===== src/dmpi_pkg.sv =====
// dmpi_pkg: shared types, codes and saturating arithmetic for the delay model evaluator
// no dependencies; imported by every module of the block except dmpi_ram
`timescale 1ns / 1ps
`default_nettype none
package dmpi_pkg;

	// parameter defaults
	localparam int MAX_SCANS_DEF    = 4;
	localparam int MAX_SAMPLES_DEF  = 64;
	localparam int MAX_ANTENNAS_DEF = 16;
	localparam int MAX_SOURCES_DEF  = 4;
	localparam int MAX_TERMS_DEF    = 8;

	// fixed widths
	localparam int TERM_W    = 4;   // holds any term index up to 15
	localparam int TIME_W    = 41;  // offset plus span, q.24
	localparam int CFG_IDX_W = 4;
	localparam int CFG_DAT_W = 16;

	// action codes
	localparam logic [1:0] ACT_LOAD  = 2'd0;
	localparam logic [1:0] ACT_UVW   = 2'd1;
	localparam logic [1:0] ACT_DELAY = 2'd2;

	// quantities
	localparam logic [1:0] QTY_DELAY = 2'd3;

	// result kinds
	localparam logic [1:0] KIND_UVW   = 2'd0;
	localparam logic [1:0] KIND_CONST = 2'd1;
	localparam logic [1:0] KIND_LIN   = 2'd2;
	localparam logic [1:0] KIND_QUAD  = 2'd3;

	// fit orders
	localparam logic [1:0] FIT_CONST = 2'd0;
	localparam logic [1:0] FIT_LIN   = 2'd1;
	localparam logic [1:0] FIT_QUAD  = 2'd2;
	localparam logic [1:0] FIT_BAD   = 2'd3;

	// register indexes
	localparam logic [CFG_IDX_W-1:0] REG_POLY_ORDER = 4'd0;
	localparam logic [CFG_IDX_W-1:0] REG_INTERVAL   = 4'd1;

	localparam logic [2:0]  POLY_ORDER_RST = 3'd4;
	localparam logic [15:0] INTERVAL_RST   = 16'd120;

	localparam logic signed [67:0] S64_MAX = 68'sd9223372036854775807;
	localparam logic signed [67:0] S64_MIN = -68'sd9223372036854775808;

	typedef enum logic [2:0] {
		H_IDLE, H_FETCH, H_LOAD, H_CHK, H_MUL, H_ADD
	} hrn_state_t;

	typedef enum logic [1:0] {
		D_IDLE, D_RUN, D_FIX
	} div_state_t;

	typedef enum logic [4:0] {
		T_IDLE, T_SDIV_GO, T_SDIV_WAIT, T_BASE, T_TIME, T_EVAL_GO, T_EVAL_WAIT, T_FIT,
		L_DIFF, L_DIV1_GO, L_DIV1_WAIT, L_HALF, L_ENUM, L_DIV3_GO, L_DIV3_WAIT,
		Q_NUM2A, Q_NUM2B, Q_DIVA_GO, Q_DIVA_WAIT, Q_NUM1A, Q_NUM1B, Q_NUM1C,
		Q_DIVB_GO, Q_DIVB_WAIT, T_OUT
	} top_state_t;

	typedef struct packed {
		logic              start;
		logic [TERM_W-1:0] order;
		logic [TIME_W-1:0] t;
	} hrn_req_t;

	typedef struct packed {
		logic               done;
		logic signed [63:0] value;
	} hrn_rsp_t;

	typedef struct packed {
		logic               start;
		logic signed [63:0] dividend;
		logic [31:0]        divisor;
	} div_req_t;

	typedef struct packed {
		logic               done;
		logic signed [63:0] quot;
		logic signed [63:0] rem;
	} div_rsp_t;

	function automatic logic signed [63:0] sat64(input logic signed [67:0] x);
		logic signed [63:0] r;
		if (x > S64_MAX)
			r = S64_MAX[63:0];
		else if (x < S64_MIN)
			r = S64_MIN[63:0];
		else
			r = x[63:0];
		return r;
	endfunction

	function automatic logic signed [63:0] sat_add(input logic signed [63:0] a,
		input logic signed [63:0] b);
		return sat64(68'(a) + 68'(b));
	endfunction

	function automatic logic signed [63:0] sat_sub(input logic signed [63:0] a,
		input logic signed [63:0] b);
		return sat64(68'(a) - 68'(b));
	endfunction

	function automatic logic signed [63:0] mul2(input logic signed [63:0] a);
		return sat64(68'(a) <<< 1);
	endfunction

	function automatic logic signed [63:0] mul3(input logic signed [63:0] a);
		return sat64((68'(a) <<< 1) + 68'(a));
	endfunction

	function automatic logic signed [63:0] mul4(input logic signed [63:0] a);
		return sat64(68'(a) <<< 2);
	endfunction

endpackage
`default_nettype wire


===== src/dmpi_div.sv =====
// dmpi_div: signed by unsigned radix-2 restoring divider, truncates toward zero
// depends on dmpi_pkg
`timescale 1ns / 1ps
`default_nettype none
module dmpi_div (
	input  wire logic               clk,
	input  wire logic               arst_n,
	input  wire dmpi_pkg::div_req_t req,
	output dmpi_pkg::div_rsp_t      rsp
);
	import dmpi_pkg::*;

	div_state_t         st_q, st_d;
	logic [63:0]        num_q;
	logic [32:0]        rem_q;
	logic [31:0]        den_q;
	logic               neg_q;
	logic [5:0]         cnt_q;
	logic               done_q;
	logic signed [63:0] quot_q, remo_q;
	logic [32:0]        rem_sh;
	logic               fits;

	assign rem_sh = {rem_q[31:0], num_q[63]};
	assign fits   = rem_sh >= {1'b0, den_q};

	always_ff @(posedge clk or negedge arst_n) begin
		if (!arst_n) begin
			st_q   <= D_IDLE;
			done_q <= 1'b0;
		end else begin
			st_q   <= st_d;
			done_q <= (st_q == D_FIX);
		end
	end

	always_comb begin
		st_d = st_q;
		case (st_q)
			D_IDLE:  if (req.start) st_d = D_RUN;
			D_RUN:   if (cnt_q == 6'd63) st_d = D_FIX;
			D_FIX:   st_d = D_IDLE;
			default: st_d = D_IDLE;
		endcase
	end

	always_ff @(posedge clk) begin
		case (st_q)
			D_IDLE: begin
				if (req.start) begin
					neg_q <= req.dividend[63];
					num_q <= req.dividend[63] ? 64'(-req.dividend) : 64'(req.dividend);
					den_q <= req.divisor;
					rem_q <= '0;
					cnt_q <= '0;
				end
			end
			D_RUN: begin
				rem_q <= fits ? rem_sh - {1'b0, den_q} : rem_sh;
				num_q <= {num_q[62:0], fits};
				cnt_q <= cnt_q + 1'b1;
			end
			D_FIX: begin
				quot_q <= neg_q ? -$signed(num_q) : $signed(num_q);
				remo_q <= neg_q ? -$signed(64'(rem_q[31:0])) : $signed(64'(rem_q[31:0]));
			end
			default: ;
		endcase
	end

	assign rsp.done = done_q;
	assign rsp.quot = quot_q;
	assign rsp.rem  = remo_q;
endmodule
`default_nettype wire


===== config.mk =====
export PLATFORM = sky130hd
export DESIGN_NAME = dmpi_div
export DESIGN_NICKNAME = d
export VERILOG_FILES = /design/src/dmpi_pkg.sv /design/src/dmpi_div.sv
export SDC_FILE = /design/constraint.sdc
export NUM_CORES = 1
export LEC_CHECK = 0
export ABC_AREA = 1
export BUFFER_PORTS_ARGS = -buffer_cell sky130_fd_sc_hd__buf_2
export CORE_ASPECT_RATIO = 1.75
export CORE_MARGIN = 1.5
export CORE_UTILIZATION = 35
export DETAILED_ROUTE_END_ITERATION = 8
export SLEW_MARGIN = 15
export SYNTH_ARGS = -nofsm -noshare
export SYNTH_HDL_FRONTEND = slang
export SYNTH_SLANG_ARGS = --single-unit

===== constraint.sdc =====
create_clock -name clk -period 8.18 [get_ports clk]
set_clock_uncertainty 0.05 [all_clocks]
set_input_delay 1.227 -clock clk [delete_from_list [all_inputs] [get_ports clk]]
set_output_delay 1.227 -clock clk [all_outputs]
set_load 0.03 [all_outputs]

==> key figures <==
Logic synthesis
  – Largest area contributor in the netlist: edfxtp_1
  – Yosys reg bits: around 270
  – Sequential fraction of the synthesis area: 0.457
  – Synth top area share: 0.453
  – Synth Warn #: 0
  – Mapped Cells: around 2.3k
  – Count leader, synth: nand2_1
  – Syn_area_per_cell: between 7 and 8 µm²
  – Post-synth top cells: 762 x nand2_1, 292 x nor2_1, 291 x inv_1
  – Mapped Nets: 2435
  – Post-synth EDFFs: approximately 260
  – Asr flop ratio synth: 0.0113
  – Most used DFF post-synth: edfxtp_1
  – Area contributors post-synth: edfxtp_1 45%, nand2_1 16%, nor2_1 6.3%
  – Mapped cell area: approximately 0.017 mm²
  – Synth cell types: 40

Cells and area
  – Diode count: 0
  – Final cell count without fillers: around 3.2k
  – Area grow syn2layout: 15.2%
  – Layout Nets: about 2.6k
  – Layout cells sized above 1: 0.128
  – Fillers: around 5.1k
  – Final core utilization: 0.410

Route
  – Drt via density: ~5
  – Drt pass-1 iters: 6
  – Remaining antenna violation count: 0
  – Initial drt markers: 867
  – Drt drc: 0
  – DR vias: 15.9k
  – Routed wire length: between 60000 and 70000 µm
  – Routed len/inst: between 15 and 20 µm

Worst setup path
  – Kind of critical path: flop to flop
  – Req. time, crit path: approximately 8.3 ns
  – R2r worst-path depth: 7
  – Critical path launch point type: flop
  – Worst R2R Start: st_q[0]
  – Worst EP arrival: 3.54 ns
  – Critical path startpoint: st_q[0]
  – Worst Setup EP: num_q[42]
  – Worst Setup End Kind: flop
  – R2R setup slack: 4.77 ns
  – Crit-path max FO: 75
  – RR Endpoint: num_q[42]

Clocking
  – Clk buf depth: 3
  – Resize count post-CTS: 0
  – CTS H-tree depth: 1
  – Cts hold-fix bufs: 0
  – Postcts setup bufs: 0
  – Clock-pin slew on the worst setup and hold paths: roughly 0.06 ns
  – CTS tree: built
  – Clk_lat worst skew: roughly 0.57 ns
  – Clock Sinks: between 200 and 300
  – Root Driver: clkbuf_16
  – CTS Buf Count: 26

Floorplan
  – Chip height: between 200 and 300 µm
  – Io pins: ~230
  – Initial Util: 0.356
  – Core footprint: a little under 0.05 mm²
  – Die area: 0.0511 mm²
  – Die Wd: about 170 µm
  – Row count: roughly 110

Place
  – # port buffers: between 200 and 250
  – Final RePlAce weighted congestion: 0.987
  – Dpl cells: roughly 3.1k
  – HPWL Detailed: approximately 49000 µm

Timing
  – Setup violations, final: 0
  – Period utilisation layout: 0.417
  – Fin Hold WS: between 0.3 and 0.4 ns
  – TNS Setup: 0 ns
  – Rel. slew slack: 0.202
  – Hold Fails Final Rpt: 0
  – Slew @ Worst Pin: approximately 1.2 ns
  – RSZ-0062 raised after global routing: false
  – Fmax achieved: 0.293 GHz
  – Slew Viols, Final: 0
  – Final period demand of the worst path: ~3.4 ns

Power and ir drop
  – Psw: about 0.0020 W
  – Share of power burned in registers: 0.398
  – Power density over cell area: between 200 and 250 mW/mm²
  – Clk pwr share: 0.239
  – Max VDD drop: 0.160 mV
  – Combinational share of power: 0.364
  – Switching share of total power: 0.397
  – P_int: about 0.0030 W
  – Lkg Pwr: ~9.1 nW

Global route
  – First-pass GRT wire length: 91800 µm
  – Largest net degree at the start of global routing: 76
  – Number of global-route vias before repair: approximately 16k
  – Total GRT Usage: 0.241
  – Total gr overflow: 0
  – Initial antenna violation count: 0

Min path
  – HP Class: primary input to async pin

Status
  – Status: complete, no violations

Run
  – Max_cap viols: 0
layout by cell type, fill, tap and decap left out, types with 3 or more instances in the layout:
cell type  Yosys  layout
nor4_1         4       4
nand4_1       44      44
nand2_2       12      12
clkbuf_1      29       9
o21bai_1       6       6
clkinv_2       0       6
and2_1         5       5
nand3b_1       8       8
nor2_2         8       8
or2_2          7       7
dfrtp_1        3       3
inv_2          5       6
buf_2          4     227
ha_1          37      37
buf_4          7      11
nand2_1      762     761
o211ai_1       8       8
xor2_1        97      97
nor2_4         4       6
nor2_1       292     290
a21oi_1       28      28
edfxtp_1     262     262
o21ai_1        4       4
a31oi_1       20      20
clkbuf_16      0      26
nand3_1      167     167
xnor2_1       18      18
inv_1        291     290
nor3_1        31      29
o21ai_0      111     111
metal layers:
layer	wire length [µm]	vias up	GRT usage
met2	33500	474	0.465
met3	2140	161	0.0179
met4	4510	0	0.160
li1	-	7859	-
met5	0	-	0
met1	21300	7391	0.239
cells by family (layout without fill, tap and decap cells):
kind of cell             Yosys count  in the layout  share of synthesized area
adder cells (fa/ha/maj)           38             38                     0.0278
buffers and inverters            350            583                     0.0782
flip-flops                       265            265                      0.457
AND/OR/NAND/NOR                 1349           1349                      0.322
XOR/XNOR                         115            115                     0.0579
AO/OA/AOI/OAI                    181            181                     0.0571
layout make-up:
type,count,area (µm²),share of cell area
clock buffer,35,684,0.0342
clock inverter,13,135,0.00675
inverter,297,1110,0.0557
multi-input combinational,1683,8110,0.405
sequential,265,7940,0.397
tap,654,818,0.0409
timing repair buffer,238,1220,0.0609
worst min-delay path by stage:
stage / from / endpoint / slack (ns) / cells past startpoint
after floorplan: num_q[0] / quot_q[0] / 0.38 / 0
after global placement: num_q[0] / quot_q[0] / 0.41 / 0
after detailed placement: num_q[0] / quot_q[0] / 0.41 / 0
after CTS: arst_n / st_q[1] / 0.37 / 1
after global routing: arst_n / done_q / 0.37 / 1
final: arst_n / st_q[1] / 0.40 / 1
power by group through the flow:
stage          Clock, W  Combinational, W  Sequential [W]
6_report        0.00118           0.00180         0.00197
5_1_grt         0.00126           0.00204         0.00199
4_1_cts         0.00121           0.00181         0.00197
3_5_place_dp          0           0.00180         0.00200
3_3_place_gp          0           0.00178         0.00199
2_1_floorplan         0           0.00131         0.00192
flip-flops by register name, indices dropped and copies added, names as in the netlist:
name / flops
st_q: 2
remo_q: 63
den_q: 32
done_q: 1
cnt_q: 6
rem_q: 32
neg_q: 1
num_q: 64
quot_q: 64
stage by stage:
| stage | setup WS, ns | instance area [µm²] | total power [W] |
|---|---|---|---|
| 2_1_floorplan | 1.61 | 17400 | 0.00323 |
| 3_3_place_gp | 4.29 | 19200 | 0.00377 |
| 3_5_place_dp | 4.26 | 19200 | 0.00379 |
| 4_1_cts | 4.62 | 20000 | 0.00499 |
| 5_1_grt | 4.48 | 20000 | 0.00530 |
| 6_report | 4.77 | 20000 | 0.00495 |
critical path, stage by stage (launching register included):
cell	delay (ns)
dfrtp_1	0.42
inv_1	0.09
nor2_4	0.07
buf_4	0.60
inv_2	0.04
buf_4	0.35
nand2_4	0.51
buf_4	0.79
(Power assumes the default switching activity.)
