## src/dmpi_pkg.sv

```systemverilog
// dmpi_pkg: shared types, codes and saturating arithmetic for the delay model evaluator
// no dependencies; imported by every module of the block except dmpi_ram
`timescale 1ns / 1ps
`default_nettype none
package dmpi_pkg;

	// parameter defaults
	localparam int MAX_SCANS_DEF    = 4;
	localparam int MAX_SAMPLES_DEF  = 64;
	localparam int MAX_ANTENNAS_DEF = 16;
	localparam int MAX_SOURCES_DEF  = 4;
	localparam int MAX_TERMS_DEF    = 8;

	// fixed widths
	localparam int TERM_W    = 4;   // holds any term index up to 15
	localparam int TIME_W    = 41;  // offset plus span, q.24
	localparam int CFG_IDX_W = 4;
	localparam int CFG_DAT_W = 16;

	// action codes
	localparam logic [1:0] ACT_LOAD  = 2'd0;
	localparam logic [1:0] ACT_UVW   = 2'd1;
	localparam logic [1:0] ACT_DELAY = 2'd2;

	// quantities
	localparam logic [1:0] QTY_DELAY = 2'd3;

	// result kinds
	localparam logic [1:0] KIND_UVW   = 2'd0;
	localparam logic [1:0] KIND_CONST = 2'd1;
	localparam logic [1:0] KIND_LIN   = 2'd2;
	localparam logic [1:0] KIND_QUAD  = 2'd3;

	// fit orders
	localparam logic [1:0] FIT_CONST = 2'd0;
	localparam logic [1:0] FIT_LIN   = 2'd1;
	localparam logic [1:0] FIT_QUAD  = 2'd2;
	localparam logic [1:0] FIT_BAD   = 2'd3;

	// register indexes
	localparam logic [CFG_IDX_W-1:0] REG_POLY_ORDER = 4'd0;
	localparam logic [CFG_IDX_W-1:0] REG_INTERVAL   = 4'd1;

	localparam logic [2:0]  POLY_ORDER_RST = 3'd4;
	localparam logic [15:0] INTERVAL_RST   = 16'd120;

	localparam logic signed [67:0] S64_MAX = 68'sd9223372036854775807;
	localparam logic signed [67:0] S64_MIN = -68'sd9223372036854775808;

	typedef enum logic [2:0] {
		H_IDLE, H_FETCH, H_LOAD, H_CHK, H_MUL, H_ADD
	} hrn_state_t;

	typedef enum logic [1:0] {
		D_IDLE, D_RUN, D_FIX
	} div_state_t;

	typedef enum logic [4:0] {
		T_IDLE, T_SDIV_GO, T_SDIV_WAIT, T_BASE, T_TIME, T_EVAL_GO, T_EVAL_WAIT, T_FIT,
		L_DIFF, L_DIV1_GO, L_DIV1_WAIT, L_HALF, L_ENUM, L_DIV3_GO, L_DIV3_WAIT,
		Q_NUM2A, Q_NUM2B, Q_DIVA_GO, Q_DIVA_WAIT, Q_NUM1A, Q_NUM1B, Q_NUM1C,
		Q_DIVB_GO, Q_DIVB_WAIT, T_OUT
	} top_state_t;

	typedef struct packed {
		logic              start;
		logic [TERM_W-1:0] order;
		logic [TIME_W-1:0] t;
	} hrn_req_t;

	typedef struct packed {
		logic               done;
		logic signed [63:0] value;
	} hrn_rsp_t;

	typedef struct packed {
		logic               start;
		logic signed [63:0] dividend;
		logic [31:0]        divisor;
	} div_req_t;

	typedef struct packed {
		logic               done;
		logic signed [63:0] quot;
		logic signed [63:0] rem;
	} div_rsp_t;

	function automatic logic signed [63:0] sat64(input logic signed [67:0] x);
		logic signed [63:0] r;
		if (x > S64_MAX)
			r = S64_MAX[63:0];
		else if (x < S64_MIN)
			r = S64_MIN[63:0];
		else
			r = x[63:0];
		return r;
	endfunction

	function automatic logic signed [63:0] sat_add(input logic signed [63:0] a,
		input logic signed [63:0] b);
		return sat64(68'(a) + 68'(b));
	endfunction

	function automatic logic signed [63:0] sat_sub(input logic signed [63:0] a,
		input logic signed [63:0] b);
		return sat64(68'(a) - 68'(b));
	endfunction

	function automatic logic signed [63:0] mul2(input logic signed [63:0] a);
		return sat64(68'(a) <<< 1);
	endfunction

	function automatic logic signed [63:0] mul3(input logic signed [63:0] a);
		return sat64((68'(a) <<< 1) + 68'(a));
	endfunction

	function automatic logic signed [63:0] mul4(input logic signed [63:0] a);
		return sat64(68'(a) <<< 2);
	endfunction

endpackage
`default_nettype wire

```

## src/dmpi_horner.sv

```systemverilog
// dmpi_horner: horner evaluator, one term per pass, 4-step split multiplier
// depends on dmpi_pkg; reads coefficients through the ram read port of the top
`timescale 1ns / 1ps
`default_nettype none
module dmpi_horner (
	input  wire logic                      clk,
	input  wire logic                      arst_n,
	input  wire dmpi_pkg::hrn_req_t        req,
	input  wire logic signed [63:0]        coef,
	output logic [dmpi_pkg::TERM_W-1:0]    term,
	output dmpi_pkg::hrn_rsp_t             rsp
);
	import dmpi_pkg::*;

	hrn_state_t         st_q, st_d;
	logic [TERM_W-1:0]  term_q;
	logic signed [63:0] acc_q;
	logic [63:0]        mag_q;
	logic               neg_q;
	logic [TIME_W-1:0]  t_q;
	logic [1:0]         step_q;
	logic [104:0]       prod_q;
	logic               done_q;

	logic [31:0]        mh, th;
	logic [63:0]        pp;
	logic [104:0]       pp_sh;
	logic [80:0]        r_full;
	logic signed [63:0] mt;

	// partial product: step bit 1 picks the acc half, bit 0 the time half
	always_comb begin
		mh = step_q[1] ? mag_q[63:32] : mag_q[31:0];
		th = step_q[0] ? 32'(t_q[TIME_W-1:32]) : t_q[31:0];
		pp = {32'b0, mh} * {32'b0, th};
		case (step_q)
			2'd0:    pp_sh = 105'(pp);
			2'd3:    pp_sh = {41'(pp), 64'b0};
			default: pp_sh = 105'({pp, 32'b0});
		endcase
	end

	// product shifted by 24, truncated toward zero and saturated
	always_comb begin
		r_full = prod_q[104:24];
		if (|r_full[80:64])
			mt = neg_q ? S64_MIN[63:0] : S64_MAX[63:0];
		else if (neg_q)
			mt = (r_full[63:0] > 64'h8000_0000_0000_0000) ? S64_MIN[63:0] :
				-$signed(r_full[63:0]);
		else
			mt = r_full[63] ? S64_MAX[63:0] : $signed(r_full[63:0]);
	end

	always_ff @(posedge clk or negedge arst_n) begin
		if (!arst_n) begin
			st_q <= H_IDLE;
		end else begin
			st_q <= st_d;
		end
	end

	always_comb begin
		st_d = st_q;
		case (st_q)
			H_IDLE:  if (req.start) st_d = H_FETCH;
			H_FETCH: st_d = H_LOAD;
			H_LOAD:  st_d = H_CHK;
			H_CHK:   st_d = (term_q == '0) ? H_IDLE : H_MUL;
			H_MUL:   if (step_q == 2'd3) st_d = H_ADD;
			H_ADD:   st_d = H_CHK;
			default: st_d = H_IDLE;
		endcase
	end

	always_ff @(posedge clk or negedge arst_n) begin
		if (!arst_n) begin
			done_q <= 1'b0;
		end else begin
			done_q <= (st_q == H_CHK) && (term_q == '0);
		end
	end

	always_ff @(posedge clk) begin
		case (st_q)
			H_IDLE: begin
				if (req.start) begin
					term_q <= req.order;
					t_q    <= req.t;
				end
			end
			H_LOAD: acc_q <= coef;
			H_CHK: begin
				if (term_q != '0) begin
					term_q <= term_q - 1'b1;
					neg_q  <= acc_q[63];
					mag_q  <= acc_q[63] ? 64'(-acc_q) : 64'(acc_q);
					prod_q <= '0;
					step_q <= 2'd0;
				end
			end
			H_MUL: begin
				prod_q <= prod_q + pp_sh;
				step_q <= step_q + 1'b1;
			end
			H_ADD: acc_q <= sat_add(mt, coef);
			default: ;
		endcase
	end

	assign term      = term_q;
	assign rsp.done  = done_q;
	assign rsp.value = acc_q;
endmodule
`default_nettype wire

```

## config.mk

```make
export PLATFORM = sky130hd
export DESIGN_NAME = dmpi_horner
export DESIGN_NICKNAME = d
export VERILOG_FILES = /design/src/dmpi_pkg.sv /design/src/dmpi_horner.sv
export SDC_FILE = /design/constraint.sdc
export NUM_CORES = 2
export LEC_CHECK = 0
export ABC_AREA = 1
export BUFFER_PORTS_ARGS = -buffer_cell sky130_fd_sc_hd__buf_2
export CAP_MARGIN = 25
export CORE_MARGIN = 1
export CORE_UTILIZATION = 55
export DETAILED_ROUTE_END_ITERATION = 7
export MAX_ROUTING_LAYER = met4
export PLACE_DENSITY = 0.74
export SLEW_MARGIN = 30
export SYNTH_ARGS = -nofsm -noshare
export SYNTH_HDL_FRONTEND = slang
export SYNTH_SLANG_ARGS = --single-unit
```

## constraint.sdc

```tcl
create_clock -name clk -period 8.8 [get_ports clk]
set_input_delay 0.44 -clock clk [delete_from_list [all_inputs] [get_ports clk]]
set_output_delay 0.44 -clock clk [all_outputs]
set_load 0.005 [all_outputs]
```

==> results.ini <==
[timing]
setup_slack_ns = -1.89
rsz0062_at_grt = yes
slew_violations = 0
finalCriticalPeriod_ns = 10.69
fin_crit_sh = 1.21
tightest_slew_ns = 1.09
relSlewSlack = 0.273
fmax_mhz = 93.6
finClkSkew_ns = 0.0927
finalHoldViolCount = 0
hold_slack_ns = 0.0176
final-setup-viol-count = 95

[routing]
wire_per_inst_um = 25.8
drt_iter0_markers = 9306
wirelength_um = 316000
dr.pass1.iters = 8
vias = 74000
drt-vias-per-instance = 6.04
ant_nets = 0
route.detailed.drc = 46

[status]
violations = design-rule violations, negative setup slack
run_status = complete, but fails checks

[logic_synthesis]
synth_common_cells = nand2_1 (2235), inv_1 (1746), nor2_1 (1475)
synth_area_leaders = fa_1 (28%), edfxtp_1 (13%), nand2_1 (13%)
synth_xor_area_frac = 0.0200
synth.area.mux_share = 0
ys_seq_elements = 285
yosysWarnings = 0
synthAdderAreaFrac = 0.369
syn-num-nets = 10600
synth-simple-area-share = 0.271
netlist.area_leader.share = 0.282
syn_inst = 9116
synth_area_leader_cell = fa_1
synth_ff_type = edfxtp_1
syn_avg_cell_area_um2 = 7.00
synth_compound_area_frac = 0.0860
synth_cell_types = 52
yosysSeqAreaShare = 0.134
synth_most_common_cell = nand2_1
synthArstFlopShare = 0.0140
synth_top_family_by_area = adder cells
synth_edf_count = 281
syn_area_um2 = 63800

[critical_path]
required_ns = 9.28
worst-path-buf-inv = 15
criticalPathCategory = flop to flop
rr_worst_depth = 48
crit_arrival_ns = 11.16
crit_fanout = 7
r2r_start = step_q[0]
rrSetupSlack_ns = -1.89
cp-start-kind = flop
slowest_stage = fa_1
crit_path_end_kind = flop
crit_top_cell = fa_1
rr_endpoint = prod_q[82]
crit_family = adder cells
slowest_delay_ns = 0.62

[clock_network]
worstSkewPairLatency_ns = 0.72
cts.clk_slew.worst_paths_ns = 0.07
clk_path_buf_depth = 3
htreeDepth = 2
root_buffer = clkbuf_16
clock-sinks = 285
cts_made_buffers = 39
cts_tree = yes

[flow_run]
maxCapViolations = 0

[layout]
fin_nets = 12100
ff_latch_area_um2 = 8540
multiInputGateArea_um2 = 54700
drive_above_1_share = 0.303
n_fill_cell = 8044
area_growth_pct = 38.1

[global_route]
grt_pass1_wl_um = 445000
antenna_found_initial = 21
grt_pass1_vias = 73000
grt_use_total = 0.530
grt_max_degree = 66
overflow = 0

[die]
die_h_um = 343
core_um2 = 115000
die-area_um2 = 117000
rows = 124
die_w_um = 343
start_util = 0.557
io_pins = 181

[place]
place_hpwl_um = 237000
io_buffers = 180
gp_congestion = 1.15

[min_path]
worstHoldStart = req[44]
min_to = term[3]
min_path_cells = 3
hold_path.class = input pin to flop

[placed cells by master (no fill, tap or decap), drive strengths merged, types with 54 or more instances in the layout]
cell and n:
fa 898, inv 1752, xnor2 54, nor3 83, xor2 92, nand2 2249, o21ai 373, buf 1732
nor2 1484, o21bai 59, nand4 72, or2 63, a21oi 448, nand3 319, ha 444, edfxtp 281
[metrics by stage]
| stage | TNS [ns] | instance area, um2 | std cells | utilization | setup slack, ns |
|---|---|---|---|---|---|
| 3_5_place_dp | -124.56 | 76800 | 11900 | 0.670 | -1.84 |
| 4_1_cts | -57.03 | 85600 | 12200 | 0.747 | -0.833 |
| 2_1_floorplan | 0 | 63800 | 9116 | - | 0.000779 |
| 3_3_place_gp | -123.09 | 76800 | 11900 | 0.670 | -1.85 |
| 6_report | -142.48 | 88100 | 12300 | 0.768 | -1.89 |
| 5_1_grt | -165.86 | 88100 | 12300 | 0.768 | -2.11 |
[cells by family after synthesis]
logic type | Yosys count
AO/OA/AOI/OAI | 1003
AND/OR/NAND/NOR | 4317
buffers and inverters | 2023
XOR/XNOR | 146
flip-flops | 285
adder cells (fa/ha/maj) | 1342
[sequential cells by signal (all words and copies together) (netlist names)]
signal / cells
mag_q: 64
st_q: 3
acc_q: 64
prod_q: 105
step_q: 2
done_q: 1
neg_q: 1
t_q: 41
term: 4
[final cells by class]
type	count	area share
Antenna cell	26	0.000738
Clock buffer	45	0.0116
Sequential cell	285	0.0969
Timing Repair Buffer	1774	0.169
Inverter	1778	0.0767
Tap cell	1512	0.0215
Multi-Input combinational cell	6808	0.621
Clock inverter	24	0.00239
[tightest hold or removal path, cell delays in order]
cell and delay [ns]:
buf_2 0.08, nand2_1 0.04, o21ai_0 0.06
[routing by layer]
metal  GRT usage  wire length (um)  vias to the layer above
li1            -                 -                    31200
met1       0.587            103000                    34600
met2       0.768            131000                     5980
met3       0.190             46700                     2326
met4       0.429             35300                        0
met5           -                 0                        -
[worst max-delay path by stage]
stage | start | end | cells past startpoint
final | step_q[0] | prod_q[82] | 48
after global routing | step_q[0] | prod_q[82] | 48
after global placement | step_q[1] | prod_q[92] | 48
after detailed placement | step_q[1] | prod_q[92] | 48
after CTS | step_q[0] | prod_q[92] | 46
after floorplan | step_q[1] | prod_q[80] | 44
[repair_timing]
action | 4_1_cts | 5_1_grt
setup endpoints to repair | 93 | 95
pin swaps | 346 | 253
hold buffers | 42 | 0
endpoints found under the hold margin | 45 | 0
resized for setup | 1520 | 529
gates cloned | 8 | 0
buffers inserted | 160 | 60
Power is left out: the tool's default activity adds up to more than one toggle a clock period on the data nets, which glitch-free logic cannot reach.
